--- src/design/assert_macros.svh ---
// assertion macros shared by the quadrature decoder modules
`ifndef ASSERT_MACROS_SVH
`define ASSERT_MACROS_SVH

`ifndef SYNTH
`define QDS_ASSERT(lbl, prop, msg) \
    lbl: assert property (@(posedge clk) disable iff (!rst_n) prop) else $error(msg);
`define QDS_ASSERT_RST(lbl, prop, msg) \
    lbl: assert property (@(posedge clk) prop) else $error(msg);
`else
`define QDS_ASSERT(lbl, prop, msg)
`define QDS_ASSERT_RST(lbl, prop, msg)
`endif

`endif

--- src/design/qds_pkg.sv ---
// types and constants for the quadrature decoder with speed measurement
package qds_pkg;

    localparam int CFG_W     = 16;
    localparam int CFG_IDX_W = 2;
    localparam int OUT_W     = 32;

    localparam logic [CFG_IDX_W-1:0] REG_COUNTS_PER_REV = 2'd0;
    localparam logic [CFG_IDX_W-1:0] REG_SPEED_PERIOD   = 2'd1;

    localparam logic [CFG_W-1:0] CPR_RESET    = 16'd4096;
    localparam logic [CFG_W-1:0] PERIOD_RESET = 16'd100;

    localparam logic [1:0] STEP_NONE = 2'b00;
    localparam logic [1:0] STEP_UP   = 2'b01;
    localparam logic [1:0] STEP_DOWN = 2'b11;

    // indexed by {previous ab, current ab}, a is the high bit
    localparam logic [1:0] STEP_TABLE [16] = '{
        STEP_NONE, STEP_DOWN, STEP_UP,   STEP_NONE,
        STEP_UP,   STEP_NONE, STEP_NONE, STEP_DOWN,
        STEP_DOWN, STEP_NONE, STEP_NONE, STEP_UP,
        STEP_NONE, STEP_UP,   STEP_DOWN, STEP_NONE
    };

    localparam logic [OUT_W-1:0] SPEED_POS_MAX = 32'h7FFF_FFFF;
    localparam logic [OUT_W-1:0] SPEED_NEG_MAX = 32'h8000_0000;

    typedef struct packed {
        logic busy;
        logic done;
    } spd_status_t;

endpackage

--- src/design/quadrature_decoder_speed_top.sv ---
// top level of the x4 quadrature decoder with periodic speed measurement
// an item without a completed speed period goes from acceptance to S_DONE and then into the output register
// an item that completes a speed period passes through S_SPEED and waits there for the speed unit
// the speed path is set by the 32-step divider; output stalls hold an item in S_DONE on either path
// one item is in work at a time; the next is taken once the result is in the output register
// reset clears the internal position, flags, counters and speed and loads the register defaults

`include "assert_macros.svh"

module quadrature_decoder_speed_top
    import qds_pkg::*;
#(
    parameter int COUNT_WIDTH = 32
)
(
    input  logic                    clk,
    input  logic                    rst_n,
    input  logic                    in_valid,
    output logic                    in_stall,
    input  logic                    pin_a,
    input  logic                    pin_b,
    input  logic                    index_pin,
    input  logic                    ms_tick,
    input  logic                    clear,
    output logic                    out_valid,
    input  logic                    out_stall,
    output logic signed [OUT_W-1:0] position,
    output logic                    index_seen,
    output logic signed [OUT_W-1:0] speed_rps_q16,
    output logic                    speed_updated,
    input  logic                    cfg_valid,
    output logic                    cfg_ready,
    input  logic [CFG_IDX_W-1:0]    cfg_index,
    input  logic [CFG_W-1:0]        cfg_data
);

    localparam int EXT_W = (COUNT_WIDTH > OUT_W) ? COUNT_WIDTH : OUT_W;

    typedef enum logic [1:0] {
        S_IDLE,
        S_SPEED,
        S_DONE
    } state_t;

    state_t                 state_reg;
    logic [CFG_W-1:0]       cpr_reg;
    logic [CFG_W-1:0]       period_reg;
    logic [1:0]             prev_ab_reg;
    logic                   primed_reg;
    logic [COUNT_WIDTH-1:0] pos_reg;
    logic                   index_flag_reg;
    logic                   prev_index_reg;
    logic [15:0]            ms_counter_reg;
    logic [COUNT_WIDTH-1:0] period_start_reg;
    logic [OUT_W-1:0]       speed_value_reg;
    logic                   updated_reg;
    logic                   out_valid_reg;
    logic [OUT_W-1:0]       position_reg;
    logic                   index_seen_reg;
    logic [OUT_W-1:0]       speed_out_reg;
    logic                   speed_updated_reg;

    logic [1:0]             cur_ab;
    logic [1:0]             step;
    logic [COUNT_WIDTH-1:0] pos_step;
    logic [COUNT_WIDTH-1:0] pos_next;
    logic                   idx_rise;
    logic [CFG_W-1:0]       cpr_eff;
    logic [CFG_W-1:0]       per_eff;
    logic [15:0]            ms_inc;
    logic                   period_done;
    logic [COUNT_WIDTH-1:0] delta;
    logic                   accept;
    logic                   spd_start;
    logic                   out_free;
    logic [EXT_W-1:0]       pos_ext;
    spd_status_t            spd_status;
    logic [OUT_W-1:0]       spd_result;

    assign cur_ab      = {pin_a, pin_b};
    assign step        = STEP_TABLE[{prev_ab_reg, cur_ab}];
    assign idx_rise    = primed_reg & index_pin & ~prev_index_reg;
    assign cpr_eff     = (cpr_reg == '0) ? CFG_W'(1) : cpr_reg;
    assign per_eff     = (period_reg == '0) ? CFG_W'(1) : period_reg;
    assign ms_inc      = ms_counter_reg + 16'd1;
    assign period_done = ms_tick & ((ms_inc >= per_eff) | (ms_inc == 16'd0));
    assign delta       = pos_next - period_start_reg;
    assign accept      = in_valid & (state_reg == S_IDLE);
    assign spd_start   = accept & ~clear & period_done;
    assign out_free    = ~out_valid_reg | ~out_stall;
    assign pos_ext     = EXT_W'($signed(pos_reg));

    always_comb
    begin
        case (step)
            STEP_UP:   pos_step = pos_reg + COUNT_WIDTH'(1);
            STEP_DOWN: pos_step = pos_reg - COUNT_WIDTH'(1);
            default:   pos_step = pos_reg;
        endcase
        pos_next = primed_reg ? pos_step : pos_reg;
    end

    assign in_stall      = (state_reg != S_IDLE);
    assign cfg_ready     = 1'b1;
    assign out_valid     = out_valid_reg;
    assign position      = position_reg;
    assign index_seen    = index_seen_reg;
    assign speed_rps_q16 = speed_out_reg;
    assign speed_updated = speed_updated_reg;

    qds_speed_unit #(
        .COUNT_WIDTH (COUNT_WIDTH)
    ) u_speed (
        .clk     (clk),
        .rst_n   (rst_n),
        .start   (spd_start),
        .delta   (delta),
        .cpr_eff (cpr_eff),
        .per_eff (per_eff),
        .status  (spd_status),
        .result  (spd_result)
    );

    always_ff @(posedge clk or negedge rst_n)
    begin
        if (!rst_n)
        begin
            state_reg         <= S_IDLE;
            cpr_reg           <= CPR_RESET;
            period_reg        <= PERIOD_RESET;
            prev_ab_reg       <= '0;
            primed_reg        <= 1'b0;
            pos_reg           <= '0;
            index_flag_reg    <= 1'b0;
            prev_index_reg    <= 1'b0;
            ms_counter_reg    <= '0;
            period_start_reg  <= '0;
            speed_value_reg   <= '0;
            updated_reg       <= 1'b0;
            out_valid_reg     <= 1'b0;
        end
        else
        begin
            if (cfg_valid)
            begin
                unique case (cfg_index)
                    REG_COUNTS_PER_REV: cpr_reg    <= cfg_data;
                    REG_SPEED_PERIOD:   period_reg <= cfg_data;
                    default:            ;
                endcase
            end

            if (out_valid_reg && !out_stall && (state_reg != S_DONE))
            begin
                out_valid_reg <= 1'b0;
            end

            unique case (state_reg)
                S_IDLE:
                begin
                    if (accept)
                    begin
                        prev_ab_reg    <= cur_ab;
                        prev_index_reg <= index_pin;
                        primed_reg     <= 1'b1;
                        updated_reg    <= 1'b0;
                        if (clear)
                        begin
                            pos_reg          <= '0;
                            speed_value_reg  <= '0;
                            index_flag_reg   <= 1'b0;
                            ms_counter_reg   <= '0;
                            period_start_reg <= '0;
                            state_reg        <= S_DONE;
                        end
                        else
                        begin
                            pos_reg <= pos_next;
                            if (idx_rise)
                            begin
                                index_flag_reg <= 1'b1;
                            end
                            if (period_done)
                            begin
                                ms_counter_reg   <= '0;
                                period_start_reg <= pos_next;
                                state_reg        <= S_SPEED;
                            end
                            else
                            begin
                                if (ms_tick)
                                begin
                                    ms_counter_reg <= ms_inc;
                                end
                                state_reg <= S_DONE;
                            end
                        end
                    end
                end
                S_SPEED:
                begin
                    if (spd_status.done)
                    begin
                        speed_value_reg <= spd_result;
                        updated_reg     <= 1'b1;
                        state_reg       <= S_DONE;
                    end
                end
                S_DONE:
                begin
                    if (out_free)
                    begin
                        position_reg      <= pos_ext[OUT_W-1:0];
                        index_seen_reg    <= index_flag_reg;
                        speed_out_reg     <= speed_value_reg;
                        speed_updated_reg <= updated_reg;
                        out_valid_reg     <= 1'b1;
                        state_reg         <= S_IDLE;
                    end
                end
                default:
                begin
                    state_reg <= S_IDLE;
                end
            endcase
        end
    end

    `QDS_ASSERT(a_clear_zeroes, accept && clear |=> speed_value_reg == '0 && !index_flag_reg && pos_reg == '0, "clear left state behind")
    `QDS_ASSERT(a_start_free, spd_start |-> !spd_status.busy, "speed unit started while busy")
    `QDS_ASSERT(a_done_waited, spd_status.done |-> state_reg == S_SPEED, "speed result with no waiting transaction")
    `QDS_ASSERT(a_out_from_done, $rose(out_valid_reg) |-> $past(state_reg) == S_DONE, "result shown out of sequence")

endmodule

--- src/design/qds_speed_unit.sv ---
// iterative speed calculation: scale, overflow check and restoring division
`include "assert_macros.svh"

module qds_speed_unit
    import qds_pkg::*;
#(
    parameter int COUNT_WIDTH = 32
)
(
    input  logic                   clk,
    input  logic                   rst_n,
    input  logic                   start,
    input  logic [COUNT_WIDTH-1:0] delta,
    input  logic [CFG_W-1:0]       cpr_eff,
    input  logic [CFG_W-1:0]       per_eff,
    output spd_status_t            status,
    output logic [OUT_W-1:0]       result
);

    localparam int NUM_W = COUNT_WIDTH + 10;
    localparam int HI_W  = NUM_W - 16;
    localparam int CMP_W = (HI_W > 32) ? HI_W : 32;

    typedef enum logic [2:0] {
        S_IDLE,
        S_PREP,
        S_NUM,
        S_CHK,
        S_DIV,
        S_FIN
    } state_t;

    state_t                 state_reg;
    logic [COUNT_WIDTH-1:0] delta_reg;
    logic [COUNT_WIDTH-1:0] mag_reg;
    logic                   neg_reg;
    logic [31:0]            den_reg;
    logic [NUM_W-1:0]       num_reg;
    logic [31:0]            rem_reg;
    logic [31:0]            lo_reg;
    logic [31:0]            quo_reg;
    logic                   sat_reg;
    logic [4:0]             cnt_reg;

    logic [HI_W-1:0]  num_hi;
    logic [CMP_W-1:0] num_hi_ext;
    logic [CMP_W-1:0] den_ext;
    logic [NUM_W-1:0] mag_ext;
    logic [32:0]      rem_shift;
    logic [33:0]      diff;
    logic             ge;

    assign num_hi     = num_reg[NUM_W-1:16];
    assign num_hi_ext = CMP_W'(num_hi);
    assign den_ext    = CMP_W'(den_reg);
    assign mag_ext    = NUM_W'(mag_reg);
    assign rem_shift  = {rem_reg, lo_reg[31]};
    assign diff       = {1'b0, rem_shift} - {2'b00, den_reg};
    assign ge         = ~diff[33];

    assign status.busy = (state_reg != S_IDLE);
    assign status.done = (state_reg == S_FIN);

    always_comb
    begin
        if (sat_reg)
        begin
            result = neg_reg ? SPEED_NEG_MAX : SPEED_POS_MAX;
        end
        else if (neg_reg)
        begin
            result = (quo_reg > SPEED_NEG_MAX) ? SPEED_NEG_MAX : (32'd0 - quo_reg);
        end
        else
        begin
            result = (quo_reg > SPEED_POS_MAX) ? SPEED_POS_MAX : quo_reg;
        end
    end

    always_ff @(posedge clk or negedge rst_n)
    begin
        if (!rst_n)
        begin
            state_reg <= S_IDLE;
            neg_reg   <= 1'b0;
            sat_reg   <= 1'b0;
            cnt_reg   <= '0;
        end
        else
        begin
            unique case (state_reg)
                S_IDLE:
                begin
                    if (start)
                    begin
                        delta_reg <= delta;
                        state_reg <= S_PREP;
                    end
                end
                S_PREP:
                begin
                    neg_reg   <= delta_reg[COUNT_WIDTH-1];
                    mag_reg   <= delta_reg[COUNT_WIDTH-1] ? (COUNT_WIDTH'(0) - delta_reg)
                                                          : delta_reg;
                    den_reg   <= {16'd0, cpr_eff} * {16'd0, per_eff};
                    state_reg <= S_NUM;
                end
                S_NUM:
                begin
                    // times 1000 as 1024 - 16 - 8
                    num_reg   <= (mag_ext << 10) - (mag_ext << 4) - (mag_ext << 3);
                    state_reg <= S_CHK;
                end
                S_CHK:
                begin
                    sat_reg   <= (num_hi_ext >= den_ext);
                    rem_reg   <= num_hi_ext[31:0];
                    lo_reg    <= {num_reg[15:0], 16'd0};
                    quo_reg   <= '0;
                    cnt_reg   <= 5'd31;
                    state_reg <= (num_hi_ext >= den_ext) ? S_FIN : S_DIV;
                end
                S_DIV:
                begin
                    rem_reg <= ge ? diff[31:0] : rem_shift[31:0];
                    lo_reg  <= {lo_reg[30:0], 1'b0};
                    quo_reg <= {quo_reg[30:0], ge};
                    cnt_reg <= cnt_reg - 5'd1;
                    if (cnt_reg == 5'd0)
                    begin
                        state_reg <= S_FIN;
                    end
                end
                S_FIN:
                begin
                    state_reg <= S_IDLE;
                end
                default:
                begin
                    state_reg <= S_IDLE;
                end
            endcase
        end
    end

    `QDS_ASSERT(a_start_idle, start |-> state_reg == S_IDLE, "speed unit restarted while busy")
    `QDS_ASSERT(a_rem_below_den, state_reg == S_DIV |-> rem_reg < den_reg, "partial remainder not below divisor")
    `QDS_ASSERT(a_fin_source, state_reg == S_FIN |-> $past(state_reg) == S_DIV || $past(state_reg) == S_CHK, "finish reached out of sequence")

endmodule
--- config.mk ---
export PLATFORM = sky130hd
export DESIGN_NAME = quadrature_decoder_speed_top
export DESIGN_NICKNAME = d
export VERILOG_FILES = /design/src/design/qds_pkg.sv /design/src/design/quadrature_decoder_speed_top.sv /design/src/design/qds_speed_unit.sv
export VERILOG_INCLUDE_DIRS = /design/src /design/src/design
export SDC_FILE = /design/constraint.sdc
export NUM_CORES = 2
export LEC_CHECK = 0
export ABC_AREA = 0
export BUFFER_PORTS_ARGS = -buffer_cell sky130_fd_sc_hd__buf_2
export CORE_UTILIZATION = 35
export CTS_CLUSTER_DIAMETER = 40
export DETAILED_ROUTE_END_ITERATION = 7
export SLEW_MARGIN = 20
export SYNTH_ARGS = -nofsm -noshare
export SYNTH_HDL_FRONTEND = slang
export SYNTH_SLANG_ARGS = --single-unit
--- constraint.sdc ---
create_clock -name clk -period 19.7 [get_ports clk]
set_input_delay 2.955 -clock clk [delete_from_list [all_inputs] [get_ports clk]]
set_output_delay 2.955 -clock clk [all_outputs]
set_load 0.005 [all_outputs]
==> impl_metrics.yaml <==
outcome:
  status: "finished, final reports clean"
layout:
  largest_reg_flops: 39
  fin_util_pct: 39.9
  nets: 4189
  fill_cells: 9586
  layout-drive-gt1-share_pct: 8.84
  area.growth.synth_to_final_pct: 13.0
  n_antenna_cell: 0
clock_tree:
  cts_resized: 0
  clock_latency_ns: 0.64
  h-tree-depth: 3
  cts_buffer_depth: 3
  cts_tree: "built"
  cts_setup_buffers: 0
  root_buffer: "clkbuf_16"
  cts_made_buffers: 76
  cts_hold_buf: 0
  cts.clk_slew.worst_paths_ns: 0.06
  cts_sinks: 441
routing:
  routed_wl_mm: 82.6
  vias: 25753
  wl_per_cell_um: 16.5
  antenna_left: 0
  drc: 0
  first_pass_iters: 5
  drtIter0Drc: 1688
  viasPerCell: 5.15
worst_setup_path:
  critPathMaxFanout: 13
  max_stage_delay_ns: 0.52
  cp.required_ns: 20.09
  endpoint_kind: "register"
  crit_slowest_cell: "a41oi_1"
  critPathBufInv: 2
  cp-start-kind: "input pin"
  crit_family: "compound AO/OA/AOI/OAI gates"
  path_class: "in -> reg"
  critPathArrivalTime_ns: 8.84
die:
  fp.dieH_um: 317
  die_area_um2: 101000
  die_w_um: 317
  start_util_pct: 35.3
  coreArea_um2: 98600
  rows: 115
  io_pins: 97
global_route:
  track_usage_pct: 16.5
  grt_pass1_vias: 25608
  grt_pass1_wl_mm: 136
  antenna_found_initial: 0
  gr-total-overflow: 0
  grt_max_degree: 71
timing:
  finalHoldViolations: 0
  tightest_slew_ns: 1.04
  fin_crit_ns: 8.45
  slew_headroom_pct: 30.3
  period_share_pct: 42.9
  final.setup.worst_slack_ns: 11.25
  setup_tns_ns: 0
  clock.fmax_ghz: 0.118
  rsz0062_at_grt: "no"
  setup_viol: 0
  final_max_slew_viol_count: 0
  fin_skew_ns: 0.0529
place:
  pre_cts_ws_ns: 10.23
  port_buffers: 95
  gp_congestion: 0.843
  dpl.hpwl_mm: 60.8
logic_synthesis:
  synthCells: 3579
  yosys_warnings: 0
  yosys_register_bits: 441
  synth_largest_area_cell: "edfxtp_1"
  synth_top_cell_area_share_pct: 24.0
  synthArstFlopShare_pct: 37.0
  synth_edf_count: 278
  synthFlopType: "edfxtp_1"
  synth_common_cells: "466 x nand2_1, 418 x inv_1, 293 x ha_1, 278 x edfxtp_1, 222 x fa_1"
  ys_seq_area_share_pct: 35.7
  yosysMostFrequentCell: "nand2_1"
  netlist_area_um2: 34800
  synth.area.top_cells: "edfxtp_1 24%, fa_1 13%, dfrtp_1 11%, ha_1 11%, nand2_1 5.0%"
  syn_nets: 4122
  synth.distinct_cells: 81
  syn_area_per_cell_um2: 9.73
hold_path:
  hp-class: "reg -> reg"
run:
  drv_cap: 0
worst reg2reg max path, stage by stage (launching register included):
cell and delay (ns):
dfrtp_1 0.69, nor4_1 0.40, a41oi_1 0.15, buf_4 0.23, nand2b_1 0.19, fa_1 0.54
fa_1 0.54, inv_1 0.05, fa_1 0.50, fa_1 0.52, fa_1 0.54, inv_1 0.05
fa_1 0.52, inv_1 0.04, ha_1 0.36, a21oi_1 0.22, o21a_1 0.13, a21oi_1 0.08
or4_1 0.47, a221oi_1 0.42, nor2_1 0.20, a2111oi_0 0.55, o21bai_1 0.15, a21oi_1 0.20
xnor2_1 0.08
layout make-up:
type                       count  area, µm²  share of cell area, %
multi-input combinational   2589      20400                   51.8
inverter                     418       1570                   3.99
sequential                   441      12400                   31.6
timing repair buffer         120        714                   1.82
clock buffer                  83       1950                   4.95
tap                         1287       1610                   4.09
clock inverter                58        691                   1.75
layout by cell type (no fill, tap or decap), types with 94 or more instances in the layout:
master,n
nand2_1,466
inv_1,418
ha_1,293
edfxtp_1,278
fa_1,222
a21oi_1,201
o21ai_0,195
nor2_1,164
dfrtp_1,159
xnor2_1,140
and2_1,117
buf_2,94
path summary, 6_finish.rpt:
kind                                          to  slack (ns)                from  cells after the start
max                        u_speed.delta_reg[31]       11.25               pin_a                     25
min                             speed_rps_q16[1]        0.44  speed_value_reg[1]                      0
max reg2reg                  u_speed.den_ext[30]       11.62          cpr_reg[9]                     24
min reg2reg                     speed_rps_q16[1]        0.44  speed_value_reg[1]                      0
max in group asynchronous         period_reg[12]       15.37               rst_n                      3
min in group asynchronous    speed_value_reg[22]        2.21               rst_n                      1
per-layer routing:
metal  vias up  track usage (%)  wire length (µm)
met1     12535             22.3             38500
li1      12515                -                 -
met5         -                0                 0
met4         0             6.05              2390
met2       558             26.7             37800
met3       145             2.49              3820
metrics by stage:
step | cell area, µm² | hold WS [ns] | cells
2_1_floorplan | 34800 | 0.425 | 3579
3_3_place_gp | 36600 | 0.432 | 4852
3_5_place_dp | 36600 | 0.429 | 4852
4_1_cts | 39300 | 0.443 | 4993
5_1_grt | 39400 | 0.460 | 4996
6_report | 39400 | 0.441 | 4996
cells by family (layout without fill, tap and decap cells):
family                     Yosys count  in the layout  share of synthesized area, %
muxes                               47             47                          1.48
other                                1              1                        0.0108
xor gates and xnor gates           192            192                          4.83
DFF                                441            441                          35.7
AOI/OAI and AO/OA                  763            763                          14.0
buffers and inverters              549            679                          5.99
adders and majority gates          515            515                          23.3
and+or+nand+nor                   1071           1071                          14.7
Power is not shown: default switching activity piles up to over one toggle a cycle in this logic, so the estimate is an artifact.
